**src/rtl/aes_pkg.sv**
```systemverilog
package aes_pkg;

    localparam int StateWidth = 4;

    localparam logic [StateWidth-1:0] PS_NORMAL  = 4'd0;
    localparam logic [StateWidth-1:0] PS_ESC     = 4'd1;
    localparam logic [StateWidth-1:0] PS_CSI_PAR = 4'd2;
    localparam logic [StateWidth-1:0] PS_CSI_INT = 4'd3;
    localparam logic [StateWidth-1:0] PS_OSC     = 4'd4;
    localparam logic [StateWidth-1:0] PS_OSC_ESC = 4'd5;
    localparam logic [StateWidth-1:0] PS_STR     = 4'd6;
    localparam logic [StateWidth-1:0] PS_STR_ESC = 4'd7;
    localparam logic [StateWidth-1:0] PS_NF      = 4'd8;
    localparam logic [StateWidth-1:0] PS_C1_CSI  = 4'd9;
    localparam logic [StateWidth-1:0] PS_C1_OSC  = 4'd10;

    localparam logic [7:0] CH_BEL  = 8'h07;
    localparam logic [7:0] CH_ESC  = 8'h1B;
    localparam logic [7:0] CH_BSL  = 8'h5C;
    localparam logic [7:0] CH_LBR  = 8'h5B;
    localparam logic [7:0] CH_RBR  = 8'h5D;
    localparam logic [7:0] CH_DCS  = 8'h50;
    localparam logic [7:0] CH_SOS  = 8'h58;
    localparam logic [7:0] CH_PM   = 8'h5E;
    localparam logic [7:0] CH_APC  = 8'h5F;
    localparam logic [7:0] CH_CSI8 = 8'h9B;
    localparam logic [7:0] CH_ST8  = 8'h9C;
    localparam logic [7:0] CH_OSC8 = 8'h9D;

    typedef struct packed {
        logic [StateWidth-1:0] next_state;
        logic                  keep;
    } step_t;

    function automatic logic is_param(input logic [7:0] c);
        return (c >= 8'h30) && (c <= 8'h3F);
    endfunction

    function automatic logic is_inter(input logic [7:0] c);
        return (c >= 8'h20) && (c <= 8'h2F);
    endfunction

    function automatic logic is_final(input logic [7:0] c);
        return (c >= 8'h40) && (c <= 8'h7E);
    endfunction

    function automatic step_t run_normal(input logic [7:0] c);
        step_t r;
        r.next_state = PS_NORMAL;
        r.keep       = 1'b0;
        if (c == CH_ESC) begin
            r.next_state = PS_ESC;
        end else if (c == CH_CSI8) begin
            r.next_state = PS_C1_CSI;
        end else if (c == CH_OSC8) begin
            r.next_state = PS_C1_OSC;
        end else if (!((c >= 8'h80) && (c <= 8'h9F))) begin
            r.keep = 1'b1;
        end
        return r;
    endfunction

endpackage

```
**src/rtl/ansi_escape_stripper.sv**
```systemverilog
// A beat accepted on the slave side goes through the input register, then the output register.
// Throughput: one beat per cycle while m_tready does not hold the output register, set by
// the combinational parser step between the input register and the output register.
// Reset (aresetn low, synchronous) empties both registers and returns the parser
// to the normal text state.
module ansi_escape_stripper
    import aes_pkg::*;
(
    input  logic       aclk,
    input  logic       aresetn,
    input  logic       s_tvalid,
    output logic       s_tready,
    input  logic [7:0] s_tdata,  // [7:0] in_byte
    input  logic       s_tlast,
    output logic       m_tvalid,
    input  logic       m_tready,
    output logic [7:0] m_tdata,  // [7:0] out_byte
    output logic       m_tuser,  // [0] keep
    output logic       m_tlast
);

    logic                  in_valid_reg;
    logic [7:0]            in_byte_reg;
    logic                  in_last_reg;
    logic                  out_valid_reg;
    logic [7:0]            out_byte_reg;
    logic                  out_keep_reg;
    logic                  out_last_reg;
    logic [StateWidth-1:0] state_reg;
    logic [StateWidth-1:0] state_next;
    logic                  advance;
    step_t                 step;

    aes_step u_step (
        .state   (state_reg),
        .in_byte (in_byte_reg),
        .result  (step)
    );

    assign advance    = !out_valid_reg || m_tready;
    assign s_tready   = !in_valid_reg || advance;
    assign state_next = in_last_reg ? PS_NORMAL : step.next_state;

    always_ff @(posedge aclk) begin
        if (!aresetn) begin
            in_valid_reg  <= 1'b0;
            out_valid_reg <= 1'b0;
            state_reg     <= PS_NORMAL;
        end else begin
            if (s_tready) begin
                in_valid_reg <= s_tvalid;
            end
            if (advance) begin
                out_valid_reg <= in_valid_reg;
            end
            if (advance && in_valid_reg) begin
                state_reg <= state_next;
            end
        end
    end

    always_ff @(posedge aclk) begin
        if (s_tvalid && s_tready) begin
            in_byte_reg <= s_tdata;
            in_last_reg <= s_tlast;
        end
        if (advance && in_valid_reg) begin
            out_byte_reg <= in_byte_reg;
            out_keep_reg <= step.keep;
            out_last_reg <= in_last_reg;
        end
    end

    assign m_tvalid = out_valid_reg;
    assign m_tdata  = out_byte_reg;
    assign m_tuser  = out_keep_reg;
    assign m_tlast  = out_last_reg;

endmodule

```
**src/rtl/aes_step.sv**
```systemverilog
module aes_step
    import aes_pkg::*;
(
    input  logic [StateWidth-1:0] state,
    input  logic [7:0]            in_byte,
    output step_t                 result
);

    step_t norm;
    step_t hold;

    always_comb begin
        norm = run_normal(in_byte);
        hold.next_state = state;
        hold.keep       = 1'b0;
        result.next_state = PS_NORMAL;
        result.keep       = 1'b0;
        unique case (state)
            PS_ESC: begin
                if (in_byte == CH_LBR) begin
                    result.next_state = PS_CSI_PAR;
                end else if (in_byte == CH_RBR) begin
                    result.next_state = PS_OSC;
                end else if (in_byte == CH_DCS || in_byte == CH_SOS ||
                             in_byte == CH_PM  || in_byte == CH_APC) begin
                    result.next_state = PS_STR;
                end else if (is_inter(in_byte)) begin
                    result.next_state = PS_NF;
                end
            end
            PS_CSI_PAR: begin
                if (is_param(in_byte)) begin
                    result = hold;
                end else if (is_inter(in_byte)) begin
                    result.next_state = PS_CSI_INT;
                end else if (!is_final(in_byte)) begin
                    result = norm;
                end
            end
            PS_CSI_INT: begin
                if (is_inter(in_byte)) begin
                    result = hold;
                end else if (!is_final(in_byte)) begin
                    result = norm;
                end
            end
            PS_OSC, PS_OSC_ESC: begin
                if (state == PS_OSC_ESC && in_byte == CH_BSL) begin
                    result.next_state = PS_NORMAL;
                end else if (in_byte == CH_BEL) begin
                    result.next_state = PS_NORMAL;
                end else if (in_byte == CH_ESC) begin
                    result.next_state = PS_OSC_ESC;
                end else begin
                    result.next_state = PS_OSC;
                end
            end
            PS_STR, PS_STR_ESC: begin
                if (state == PS_STR_ESC && in_byte == CH_BSL) begin
                    result.next_state = PS_NORMAL;
                end else if (in_byte == CH_ESC) begin
                    result.next_state = PS_STR_ESC;
                end else begin
                    result.next_state = PS_STR;
                end
            end
            PS_NF: begin
                if (is_inter(in_byte)) begin
                    result = hold;
                end else if (!((in_byte >= 8'h30) && (in_byte <= 8'h7E))) begin
                    result = norm;
                end
            end
            PS_C1_CSI: begin
                if (is_param(in_byte) || is_inter(in_byte)) begin
                    result = hold;
                end else if (!is_final(in_byte)) begin
                    result = norm;
                end
            end
            PS_C1_OSC: begin
                if (in_byte != CH_BEL && in_byte != CH_ST8) begin
                    result = hold;
                end
            end
            default: begin
                result = norm;
            end
        endcase
    end

endmodule

```
**config.mk**
```make
export PLATFORM = sky130hd
export DESIGN_NAME = ansi_escape_stripper
export DESIGN_NICKNAME = d
export VERILOG_FILES = /design/src/rtl/aes_pkg.sv /design/src/rtl/ansi_escape_stripper.sv /design/src/rtl/aes_step.sv
export SDC_FILE = /design/constraint.sdc
export NUM_CORES = 1
export LEC_CHECK = 0
export BUFFER_PORTS_ARGS = -buffer_cell sky130_fd_sc_hd__buf_2
export CAP_MARGIN = 30
export CORE_MARGIN = 2
export CORE_UTILIZATION = 30
export DETAILED_ROUTE_END_ITERATION = 7
export GPL_TIMING_DRIVEN = 0
export PLACE_DENSITY_LB_ADDON = 0.3
export SYNTH_ARGS = -nofsm -noshare
export SYNTH_HDL_FRONTEND = slang
export SYNTH_SLANG_ARGS = --single-unit
export TNS_END_PERCENT = 30
```
**constraint.sdc**
```tcl
create_clock -name aclk -period 3.71 [get_ports aclk]
set_input_delay 0 -clock aclk [delete_from_list [all_inputs] [get_ports aclk]]
set_output_delay 0 -clock aclk [all_outputs]
set_load 0.005 [all_outputs]
```
==> results of run 1 <==
area by class of cell:
class,count,area (µm²),share of cell area [%]
repair buffers,35,230,13.2
clock inverters,1,5.00,0.286
flip-flops and latches,25,691,39.5
well taps,52,65.1,3.72
clock buffers,3,41.3,2.36
multi-input cells,91,651,37.2
inverters,4,15.0,0.858
plain buffers,8,51.3,2.93
layout by cell type (no fill, tap or decap), types with 4 or more instances in the layout:
master / n
inv_1: 4
nor2b_1: 4
edfxtp_1: 19
nand2_1: 11
a21oi_1: 4
nor2_1: 6
nand2b_1: 4
buf_2: 29
dfxtp_1: 6
dlygate4sd3_1: 11
how the worst max path moves through the flow:
stage                               to      startpoint  slack [ps]  cells past startpoint
final                     state_reg[0]  in_byte_reg[4]        1730                      7
after global routing      state_reg[0]  in_byte_reg[4]        1570                      7
after CTS                 state_reg[0]  in_byte_reg[4]        1740                      7
after detailed placement  state_reg[0]  in_byte_reg[4]        1750                      7
after global placement    state_reg[0]  in_byte_reg[7]        1760                      6
after floorplan           state_reg[1]  in_byte_reg[1]        1980                      7
kinds of logic after synthesis:
logic type / after synthesis / share of synthesized area (%)
AND/OR/NAND/NOR: 53 / 24.4
AO/OA/AOI/OAI: 35 / 19.8
flip-flops: 25 / 49.1
buffers and inverters: 12 / 4.71
XOR/XNOR: 2 / 1.24
multiplexers: 1 / 0.711
power breakdown:
group	switching, mW	total, mW	leakage, nW	internal, mW
clock network	0.0847	0.160	0.0255	0.0751
registers	0.00928	0.324	0.229	0.315
logic	0.0298	0.0600	0.405	0.0302
total	0.124	0.544	0.660	0.420
routing by layer:
| layer | vias up | routed length [µm] | GRT usage (%) |
|---|---|---|---|
| li1 | 568 | - | - |
| met4 | 0 | 31 | 3.09 |
| met3 | 2 | 128 | 3.19 |
| met2 | 30 | 1430 | 20.3 |
| met5 | - | 0 | 0 |
| met1 | 545 | 1450 | 15.9 |
worst max-delay path, stage by stage (launching register included):
cell,delay (ps)
edfxtp_1,480
buf_1,290
nor2_1,170
nand4_1,150
a32o_1,320
nor3b_2,270
o2111ai_1,170
nand2_1,80
stage by stage:
stage	setup slack [ps]	power [mW]
floorplan	1980	0.361
global placement	1760	0.382
detailed placement	1750	0.382
CTS	1740	0.552
global route	1570	0.571
finish	1730	0.544
repair_timing:
| action | CTS | global route |
|---|---|---|
| hold buffers | 11 | 0 |
| endpoints found under the hold margin | 11 | 0 |
| endpoints found under the setup margin | 0 | 0 |
==> reports/results.ini, run 1 <==
[floorplanning]
num_rows=24
die_h_um=72.5
die_area_um2=5260
die_w_um=72.5
core_area_um2=4440
io_pins=25
initial_core_util_pct=31.7

[layout]
fin_nets=181
final_cell_count_no_fill=219
final.fill_count=439
area_growth_pct=24.3
finish.utilization_pct=39.4
drive_above_1_share_pct=27.5
design_area_um2=1750
diodes=0

[place]
place_congestion=0.881
dp_cells=204
io_buffers=24
post-dp-hpwl_mm=2.31
place_area_um2=1590

[critical_path]
crit_arrival_ps=2200
critPathKind=reg2reg
reg2reg_to=state_reg[0]
endpoint_kind=flip-flop
cp-start-kind=flip-flop
ff2ff_path_depth=7
worstPathMaxFanout=10
r2r-start=in_byte_reg[4]
critPathRequiredTime_ps=3930
reg2reg_slack_ps=1730

[yosys]
synth_common_cells=edfxtp_1, nand2_1, dfxtp_1, nor2_1, buf_2
synth.cell_area_um2=1410
synthArstFlopShare_pct=0
avgSynthCellArea_um2=11.0
synth.distinct_cells=53
synth_ff_type=edfxtp_1
yosysWarnings=0
yosys.area.top_type_share_pct=40.5
yosysMostFrequentCell=edfxtp_1
synth.net_count=141
ys_seq_area_share_pct=49.1
ys_top_cells_by_area=edfxtp_1, dfxtp_1, nand2_1
synth_cells=128
synth-edff-count=19
yosysTopAreaCell=edfxtp_1
ys_ff_latch=25

[drt]
drc=0
first_pass_iters=4
vias_per_cell=5.23
vias=1145
ant_nets=0
wl_per_cell_um=13.9
dr.first_iter.drc_count=103
wl_mm=3.05

[sta]
setup_viol_count_final=0
rsz0062_at_grt=false
fmax_ghz=0.505
setup_tns_ps=0
skew_ps=7.33
period_minus_slack_ps=1980
whs_ps=59.7
slew_headroom_pct=67.7
worst_pin_slew_ps=485
hold_viol_final=0
slew_violations=0
finalCritPeriodShare_pct=53.3

[grt]
grt_pass1_vias=1062
antenna_found_initial=0
grt_max_degree=15
grt_pass1_wl_mm=4.89
overflow=0
grtUsageTotal_pct=12.2

[clock_network]
cts_inserted_buffers=3
cts_tree=yes
clock_latency_ps=270
ctsResizeCount=0
htreeDepth=1
clkTransAtPathRegs_ps=90
clockBufferDepth=2
cts-root-buf=clkbuf_8
post_cts_buffers=0
clock-sinks=25

[hold_path]
worstHoldPathType=in2reg
hold-path-cell-count=3
hold_start=m_tready
holdPathEnd=m_tvalid

[power_and_ir_drop]
power_density_nw_per_um2=311
ir_drop_mv=0.220
p_leak_nw=0.660

[run_status]
status=complete, no violations

[job]
cap_viol_max_count=0

Power figures use the tool's default switching activity.
==> inputs of run 2 (changes only) <==
Clock period 3.71 ns to 1.65 ns, I/O delays scaled along.
==> run 2 against run 1 <==
  * The flow now finishes with violations (setup timing)
  * Largest power group unchanged
  * Routed wire length up 3.1%
  * Global-route usage up 0.40 points
  * Power up 130%
  * Critical path type unchanged
==> reports/results.ini, run 2 (synthesized netlist as in run 1, its figures left out) <==
[floorplanning]
core_area_um2=4440  ; unchanged
initial_core_util_pct=31.7  ; unchanged
die_area_um2=5260  ; unchanged
io_pins=25  ; unchanged
die_w_um=72.5  ; unchanged
num_rows=24  ; unchanged
die_h_um=72.5  ; unchanged

[sta]
whs_ps=61.0  ; was 59.7 ps
skew_ps=2.11  ; was 7.33 ps
worst_pin_slew_ps=444  ; was 485 ps
period_minus_slack_ps=1850  ; was 1980 ps
slew_violations=0  ; unchanged
slew_headroom_pct=70.4  ; was 67.7%
hold_viol_final=0  ; unchanged
timing.final.ws_setup_ps=-205  ; was 1730 ps
rsz0062_at_grt=true  ; was false
setup_tns_ps=-879  ; was 0 ps
setup_viol_count_final=5  ; was 0
finalCritPeriodShare_pct=112  ; was 53.3%
fmax_ghz=0.539  ; was 0.505 GHz

[clock_network]
clock_latency_ps=270  ; about the same
cts-root-buf=clkbuf_8  ; unchanged
cts_inserted_buffers=3  ; unchanged
clkTransAtPathRegs_ps=80  ; was 90 ps
clock-sinks=25  ; unchanged
clockBufferDepth=2  ; unchanged
htreeDepth=1  ; unchanged
cts_tree=yes  ; unchanged

[layout]
design_area_um2=1840  ; was 1750 µm²
regArea_um2=691  ; unchanged
area_growth_pct=30.9  ; was 24.3%
diodes=0  ; unchanged
final.fill_count=437  ; was 439
layout_common_cells=buf_2, edfxtp_1, dlygate4sd3_1  ; was buf_2, edfxtp_1, nand2_1, dlygate4sd3_1
final_common_cell=buf_2  ; unchanged
drive_above_1_share_pct=32.6  ; was 27.5%
multi_input_area_um2=673  ; was 651 µm²
fin_nets=189  ; was 181

[power_and_ir_drop]
p_sw_mw=0.288  ; was 0.124 mW
power.share.clock_pct=29.3  ; was 29.4%
power_density_nw_per_um2=680  ; was 311 nW/µm²
internal_power_mw=0.965  ; was 0.420 mW
p_leak_nw=0.710  ; was 0.660 nW
p_sw_share_pct=23.0  ; was 22.8%
pwr-share-seq_pct=58.1  ; was 59.6%
pwr-share-comb_pct=12.6  ; was 11.0%
ir_drop_mv=0.356  ; was 0.220 mV

[critical_path]
path_buf_inv=1  ; unchanged
crit_chain=buf_4 -> and2b_1 -> nand4b_1 -> a32o_2 -> a22o_1 -> a32o_1  ; was buf_1 -> nor2_1 -> nand4_1 -> a32o_1 -> nor3b_2 -> o2111ai_1 -> nand2_1
cp_top_family=compound AO/OA/AOI/OAI gates  ; was simple AND/OR/NAND/NOR gates
cp-start-kind=flip-flop  ; unchanged
critPathKind=reg2reg  ; unchanged
critPathRequiredTime_ps=1820  ; was 3930 ps
critPathMaxStageDelay_ps=470  ; was 480 ps
cp_slowest_cell=edfxtp_1  ; unchanged
worstPathMaxFanout=4  ; was 10
crit_arrival_ps=2020  ; was 2200 ps
endpoint_kind=flip-flop  ; unchanged

[run_status]
status=complete, but fails checks  ; was complete, no violations
violations=setup timing

[grt]
grt_pass1_vias=1133  ; was 1062
grt_pass1_wl_mm=5.14  ; was 4.89 mm
antenna_found_initial=0  ; unchanged
overflow=0  ; unchanged
grt_max_degree=14  ; was 15
grtUsageTotal_pct=12.6  ; was 12.2%

[hold_path]
worstHoldPathType=in2reg  ; unchanged

[drt]
drc=0  ; unchanged
wl_per_cell_um=13.8  ; was 13.9 µm
vias=1215  ; was 1145
ant_nets=0  ; unchanged
wl_mm=3.14  ; was 3.05 mm
dr.first_iter.drc_count=87  ; was 103
first_pass_iters=4  ; unchanged
vias_per_cell=5.35  ; was 5.23

[place]
io_buffers=24  ; unchanged
place_congestion=0.900  ; was 0.881
post-dp-hpwl_mm=2.26  ; was 2.31 mm
place_area_um2=1610  ; was 1590 µm²

[job]
cap_viol_max_count=0  ; unchanged

==> run 2: routing by layer <==
layer | wire length [µm] | vias up | track usage [%]
met5 | 0 | - | 0
li1 | - | 591 | -
met3 | 201 | 7 | 3.75
met2 | 1450 | 39 | 20.1
met4 | 60 | 0 | 4.94
met1 | 1440 | 578 | 16.2
==> run 2: worst min-delay path, cell delays in order <==
cell     delay, ps
buf_2           70
nor2b_1         60
o21a_1         160
==> run 2: per-stage QoR <==
step	instances	utilization (%)	power [mW]	setup slack [ps]
2_1_floorplan	128	-	0.814	-19.3
3_3_place_gp	204	36.1	0.860	-259
3_5_place_dp	204	36.1	0.862	-270
4_1_cts	221	40.2	1.26	-209
5_1_grt	227	41.5	1.31	-314
6_report	227	41.5	1.25	-205
==> run 2: worst paths after layout <==
| check | end | slack, ps | start | cells past startpoint |
|---|---|---|---|---|
| worst min register to register | m_tdata[1] | 470 | in_byte_reg[1] | 0 |
| worst max register to register | state_reg[1] | -200 | in_byte_reg[6] | 6 |
| worst max-delay path | state_reg[1] | -200 | in_byte_reg[6] | 6 |
| worst min-delay path | m_tvalid | 60 | m_tready | 3 |
==> run 2: area by class of cell <==
| type | count | area share, % |
|---|---|---|
| Inverter | 4 | 0.815 |
| Sequential cell | 25 | 37.5 |
| Timing Repair Buffer | 43 | 15.9 |
| Buffer | 8 | 3.33 |
| Multi-Input combinational cell | 91 | 36.5 |
| Tap cell | 52 | 3.53 |
| Clock buffer | 4 | 2.44 |
==> run 2: what timing repair did <==
item                       4_1_cts  5_1_grt
pin swaps                        0        4
buffers inserted                 1        6
hold buffers                    12        0
gates resized for setup          3        2
setup endpoints to repair        5        5
hold endpoints to repair        11        0
==> run 2: power groups by stage <==
stage | sequential [mW] | clock (mW) | combinational, mW
final | 0.727 | 0.367 | 0.158
after floorplan | 0.740 | 0 | 0.0739
after detailed placement | 0.744 | 0 | 0.117
after CTS | 0.729 | 0.385 | 0.145
after global placement | 0.743 | 0 | 0.117
after global routing | 0.732 | 0.407 | 0.173
